[config.mk]
export PLATFORM = sky130hd
export DESIGN_NAME = bmh_ctrl
export DESIGN_NICKNAME = d
export VERILOG_FILES = /design/src/sv/banded_pair_midpoint_histogram_core_defines.svh /design/src/sv/bmh_pkg.sv /design/src/sv/bmh_ctrl.sv
export SDC_FILE = /design/constraint.sdc
export NUM_CORES = 1
export LEC_CHECK = 0
export BUFFER_PORTS_ARGS = -buffer_cell sky130_fd_sc_hd__clkbuf_2
export CAP_MARGIN = 20
export CORE_MARGIN = 2
export CORE_UTILIZATION = 40
export DETAILED_ROUTE_END_ITERATION = 7
export PLACE_DENSITY_LB_ADDON = 0.3
export SYNTH_ARGS = -nofsm -noshare
export SYNTH_HDL_FRONTEND = slang
export SYNTH_SLANG_ARGS = --single-unit
[constraint.sdc]
create_clock -name clk_i -period 2.8 [get_ports clk_i]
set_clock_uncertainty 0.1 [all_clocks]
set_input_delay 0.84 -clock clk_i [delete_from_list [all_inputs] [get_ports clk_i]]
set_output_delay 0.84 -clock clk_i [all_outputs]
set_load 0.01 [all_outputs]
[src/sv/banded_pair_midpoint_histogram_core_defines.svh]
// Assertion macros for the banded pair midpoint histogram core.
// Define NO_ASSERTIONS to compile them away.
`ifndef BANDED_PAIR_MIDPOINT_HISTOGRAM_CORE_DEFINES_SVH
`define BANDED_PAIR_MIDPOINT_HISTOGRAM_CORE_DEFINES_SVH

`ifndef NO_ASSERTIONS

// Property checked at every clock edge outside reset.
`define BMH_ASSERT(lbl, clk, rst_n, prop, msg) \
  lbl: assert property (@(posedge clk) disable iff (!rst_n) prop) else $error(msg);

// Condition that must hold in the cycle after the trigger.
`define BMH_ASSERT_NXT(lbl, clk, rst_n, ante, cons, msg) \
  lbl: assert property (@(posedge clk) disable iff (!rst_n) (ante) |=> (cons)) \
    else $error(msg);

`else

`define BMH_ASSERT(lbl, clk, rst_n, prop, msg)
`define BMH_ASSERT_NXT(lbl, clk, rst_n, ante, cons, msg)

`endif

`endif

[src/sv/bmh_pkg.sv]
`default_nettype none

package bmh_pkg;

  // store geometry
  localparam int NUM_BINS = 8192;
  localparam int BIN_AW   = $clog2(NUM_BINS);

  // field widths
  localparam int POS_W     = 28;
  localparam int BIN_W     = 13;
  localparam int CNT_W     = 32;
  localparam int CFG_IDX_W = 2;

  // restoring divider, one quotient bit per cycle
  localparam int DIV_STEPS = POS_W;
  localparam int DIV_CW    = $clog2(DIV_STEPS);
  localparam logic [DIV_CW-1:0] DIV_LAST = DIV_CW'(DIV_STEPS - 1);

  localparam logic [BIN_AW-1:0] CLR_LAST = BIN_AW'(NUM_BINS - 1);
  localparam logic [CNT_W-1:0]  CNT_MAX  = '1;

  // register reset values
  localparam logic [POS_W-1:0] BIN_WIDTH_RST = POS_W'(40000);
  localparam logic [POS_W-1:0] SHIFT_RST     = POS_W'(0);
  localparam logic [POS_W-1:0] WINDOW_RST    = POS_W'(1000000);

  // register indexes
  localparam logic [CFG_IDX_W-1:0] CFG_BIN_WIDTH = CFG_IDX_W'(0);
  localparam logic [CFG_IDX_W-1:0] CFG_SHIFT     = CFG_IDX_W'(1);
  localparam logic [CFG_IDX_W-1:0] CFG_WINDOW    = CFG_IDX_W'(2);

  typedef enum logic [2:0] {
    RES_NONE,
    RES_BAND_MISS,
    RES_IDX_OOR,
    RES_READ,
    RES_UPDATE
  } res_sel_e;

  typedef struct packed {
    logic     clr_we;
    logic     capture;
    logic     calc;
    logic     div_start;
    logic     rd_en;
    logic     rd_from_quot;
    logic     upd_we;
    res_sel_e res_sel;
    logic     out_load;
  } cmd_t;

  typedef struct packed {
    logic clr_last;
    logic in_func;
    logic in_band;
    logic div_done;
    logic idx_oor;
    logic rb_oor;
  } status_t;

endpackage

`default_nettype wire

[src/sv/bmh_ctrl.sv]
`default_nettype none

module bmh_ctrl (
  input  logic             clk_i,
  input  logic             rst_ni,
  input  logic             in_valid_i,
  output logic             in_ready_o,
  output logic             out_valid_o,
  input  logic             out_ready_i,
  input  bmh_pkg::status_t status_i,
  output bmh_pkg::cmd_t    cmd_o
);

  typedef enum logic [9:0] {
    S_CLEAR = 10'b00_0000_0001,
    S_IDLE  = 10'b00_0000_0010,
    S_CALC  = 10'b00_0000_0100,
    S_BAND  = 10'b00_0000_1000,
    S_DIV   = 10'b00_0001_0000,
    S_IDX   = 10'b00_0010_0000,
    S_UPD   = 10'b00_0100_0000,
    S_READ  = 10'b00_1000_0000,
    S_RDATA = 10'b01_0000_0000,
    S_FIN   = 10'b10_0000_0000
  } state_e;

  state_e state_q, state_d;
  logic   out_valid_q, out_valid_d;

  always_comb begin
    cmd_o      = '0;
    state_d    = state_q;
    in_ready_o = 1'b0;
    unique case (state_q)
      S_CLEAR: begin
        cmd_o.clr_we = 1'b1;
        if (status_i.clr_last) state_d = S_IDLE;
      end
      S_IDLE: begin
        in_ready_o = 1'b1;
        if (in_valid_i) begin
          cmd_o.capture = 1'b1;
          state_d       = status_i.in_func ? S_READ : S_CALC;
        end
      end
      S_CALC: begin
        cmd_o.calc = 1'b1;
        state_d    = S_BAND;
      end
      S_BAND: begin
        if (status_i.in_band) begin
          cmd_o.div_start = 1'b1;
          state_d         = S_DIV;
        end else begin
          cmd_o.res_sel = bmh_pkg::RES_BAND_MISS;
          state_d       = S_FIN;
        end
      end
      S_DIV: begin
        if (status_i.div_done) state_d = S_IDX;
      end
      S_IDX: begin
        if (status_i.idx_oor) begin
          cmd_o.res_sel = bmh_pkg::RES_IDX_OOR;
          state_d       = S_FIN;
        end else begin
          cmd_o.rd_en        = 1'b1;
          cmd_o.rd_from_quot = 1'b1;
          state_d            = S_UPD;
        end
      end
      S_UPD: begin
        cmd_o.upd_we  = 1'b1;
        cmd_o.res_sel = bmh_pkg::RES_UPDATE;
        state_d       = S_FIN;
      end
      S_READ: begin
        if (status_i.rb_oor) begin
          cmd_o.res_sel = bmh_pkg::RES_READ;
          state_d       = S_FIN;
        end else begin
          cmd_o.rd_en = 1'b1;
          state_d     = S_RDATA;
        end
      end
      S_RDATA: begin
        cmd_o.res_sel = bmh_pkg::RES_READ;
        state_d       = S_FIN;
      end
      S_FIN: begin
        // load only once the output slot is free or draining
        if (!out_valid_q || out_ready_i) begin
          cmd_o.out_load = 1'b1;
          state_d        = S_IDLE;
        end
      end
      default: state_d = S_IDLE;
    endcase
  end

  always_comb begin
    out_valid_d = out_valid_q;
    if (cmd_o.out_load) begin
      out_valid_d = 1'b1;
    end else if (out_ready_i) begin
      out_valid_d = 1'b0;
    end
  end

  always_ff @(posedge clk_i or negedge rst_ni) begin
    if (!rst_ni) begin
      state_q     <= S_CLEAR;
      out_valid_q <= 1'b0;
    end else begin
      state_q     <= state_d;
      out_valid_q <= out_valid_d;
    end
  end

  assign out_valid_o = out_valid_q;

endmodule

`default_nettype wire

==> reports/metrics.csv <==
metric,value,unit
outcome,"complete, but fails checks",
violations,negative setup slack,
routedWlPerCell,13.9,um
p_leak,0.571,nW
crit_family,simple AND/OR/NAND/NOR gates,
cts_root_buf,clkbuf_4,
fin_util,59.2,%
relSlewSlack,70.2,%
grt_usage,18.1,%
dp_slack,0.102,ns
r2r_slack,0.54,ns
post-route-min-period,2.92,ns
drt-total-wl,2.11,mm
drtIter0Drc,6,
post_synth_num_cell_types,35,
portBuffers,22,
fin_crit_sh,104,%
maxCapViolCount,0,
p_per_area,897,nW/um^2
post-route-drc-count,0,
setup_slack,-0.122,ns
worst-path-buf-inv,2,
max-vdd-ir-drop,0.493,mV
die_w,48.6,um
hpwl,1.48,mm
avgSynthCellArea,9.47,um^2
critical_path_depth,6,
vias,791,
dr.pass1.iters,4,
worstMarginPinSlew,0.444,ns
grt_pass1_wl,3.27,mm
synthFlopType,dfrtp_1,
cp-start-kind,flop,
clk_pin_slew,0.08,ns
critPathSlowestCell,or4_4,
syn_to_final_growth,42.9,%
ant_nets,0,
reg2reg_depth,6,
nets,136,
hold_viol_final,0,
antenna_found_initial,0,
drive_gt1_share,51.2,%
io_pins,23,
whs,0.332,ns
fp-row-count,16,
crit_end,cmd_o[6],
cp.required,1.86,ns
layout_commonest_cell,clkbuf_2,
overflow,0,
dieArea,2360,um^2
r2r_end,state_q[1],
ys_async_sr_fraction,100,%
via_per_inst,5.20,
gp_congestion,0.855,
clock_sinks,11,
fin_setup_tns,-0.210,ns
diodes,0,
cp-end-kind,output port,
slowest_delay,0.57,ns
htreeDepth,1,
setup_viol,4,
syn-instance-count,84,
hp-class,in2async,
fp.coreArea,1920,um^2
cts_made_buffers,3,
start_util,41.4,%
synth_nets,94,
seq_area_frac_synth,34.7,%
grt_pass1_vias,701,
rsz0062_at_grt,true,
synth_area,796,um^2
cts_tree,yes,
crit_start,state_q[0],
synth-seq-cells,11,
max-clock-path-buffers,2,
r2r-start,state_q[4],
layout_common_cells,"clkbuf_2 (20), buf_4 (19), dfrtp_1 (7)",
hold_buffers,0,
clk_latency,0.27,ns
crit_arrival,1.98,ns
crit_fanout,5,
fmax,342,MHz
synth-edff-count,0,
slew_viol_final,0,
ys_warn_count,0,
die_h,48.6,um
grt_max_degree,12,
nFillCells,184,
path_cells,or4_4 -> buf_4 -> nor2_4 -> and4b_1 -> or2_2 -> clkbuf_2,
worstSetupPathType,reg2out,
metrics by stage:
step / cell area, um^2 / instances / total power (W)
6_report: 1140 / 152 / 0.00102
5_1_grt: 1140 / 152 / 0.00110
4_1_cts: 1040 / 143 / 0.000904
3_5_place_dp: 963 / 135 / 0.000721
3_3_place_gp: 963 / 135 / 0.000708
2_1_floorplan: 796 / 84 / 0.000566
state kept, by name, indices dropped and copies added, names as in the netlist:
register / count
state_q: 10
out_valid_o: 1
logic make-up after synthesis:
logic type	after synthesis	share of synthesized area, %
mux	1	1.41
buf+inv	9	5.03
xor+xnor	2	2.20
flops	11	34.7
compound gates	11	8.65
simple gates	50	48.0
cell usage after synthesis (2+ instances only):
cell type / number / area, um^2
nor2b_1: 2 / 12.5
buf_2: 2 / 10.0
xor2_1: 2 / 17.5
nor3b_1: 7 / 52.6
nand4_1: 2 / 12.5
nand2_1: 6 / 22.5
nor4_1: 3 / 18.8
nor4_4: 2 / 42.5
and4b_1: 6 / 60.1
nor3b_2: 2 / 25.0
nor2_1: 5 / 18.8
inv_1: 5 / 18.8
and2_1: 2 / 12.5
o21ai_0: 5 / 25.0
dfrtp_1: 10 / 250
nand3_1: 4 / 20.0
routing by layer:
layer	vias to the layer above	part of all wire [%]	global-route usage, %
li1	393	-	-
met1	372	45	23.8
met2	19	50	28.8
met3	7	2.9	2.16
met4	0	2.6	10.0
met5	-	0	0
power breakdown:
| part | total (W) | leakage, nW | internal [W] | switching [W] |
|---|---|---|---|---|
| registers | 0.000235 | 0.142 | 0.000194 | 0.0000404 |
| clock network | 0.000114 | 0.0150 | 0.0000552 | 0.0000590 |
| logic | 0.000672 | 0.415 | 0.000353 | 0.000318 |
| total | 0.00102 | 0.571 | 0.000603 | 0.000418 |
final cells by class:
| class | instances | area, um^2 | share of cell area, % |
|---|---|---|---|
| clock buffers | 4 | 26.3 | 2.31 |
| multi-input cells | 64 | 526 | 46.2 |
| flip-flops and latches | 11 | 280 | 24.6 |
| repair buffers | 41 | 253 | 22.2 |
| inverters | 5 | 18.8 | 1.65 |
| well taps | 27 | 33.8 | 2.97 |
timing repair:
| action | CTS | global route |
|---|---|---|
| endpoints found under the setup margin | 5 | 9 |
| setup buffers | 4 | 9 |
| resized for setup | 6 | 10 |
| pin swaps | 4 | 8 |
| gates cloned | 0 | 0 |
worst min-delay path by stage:
stage                      from     endpoint  slack, ns
floorplan                rst_ni  out_valid_o       0.44
global placement    out_valid_o  out_valid_o       0.46
detailed placement   state_q[3]   state_q[3]       0.50
CTS                      rst_ni   state_q[8]       0.34
global route             rst_ni   state_q[8]       0.35
finish                   rst_ni   state_q[8]       0.33
(Power assumes the default switching activity.)
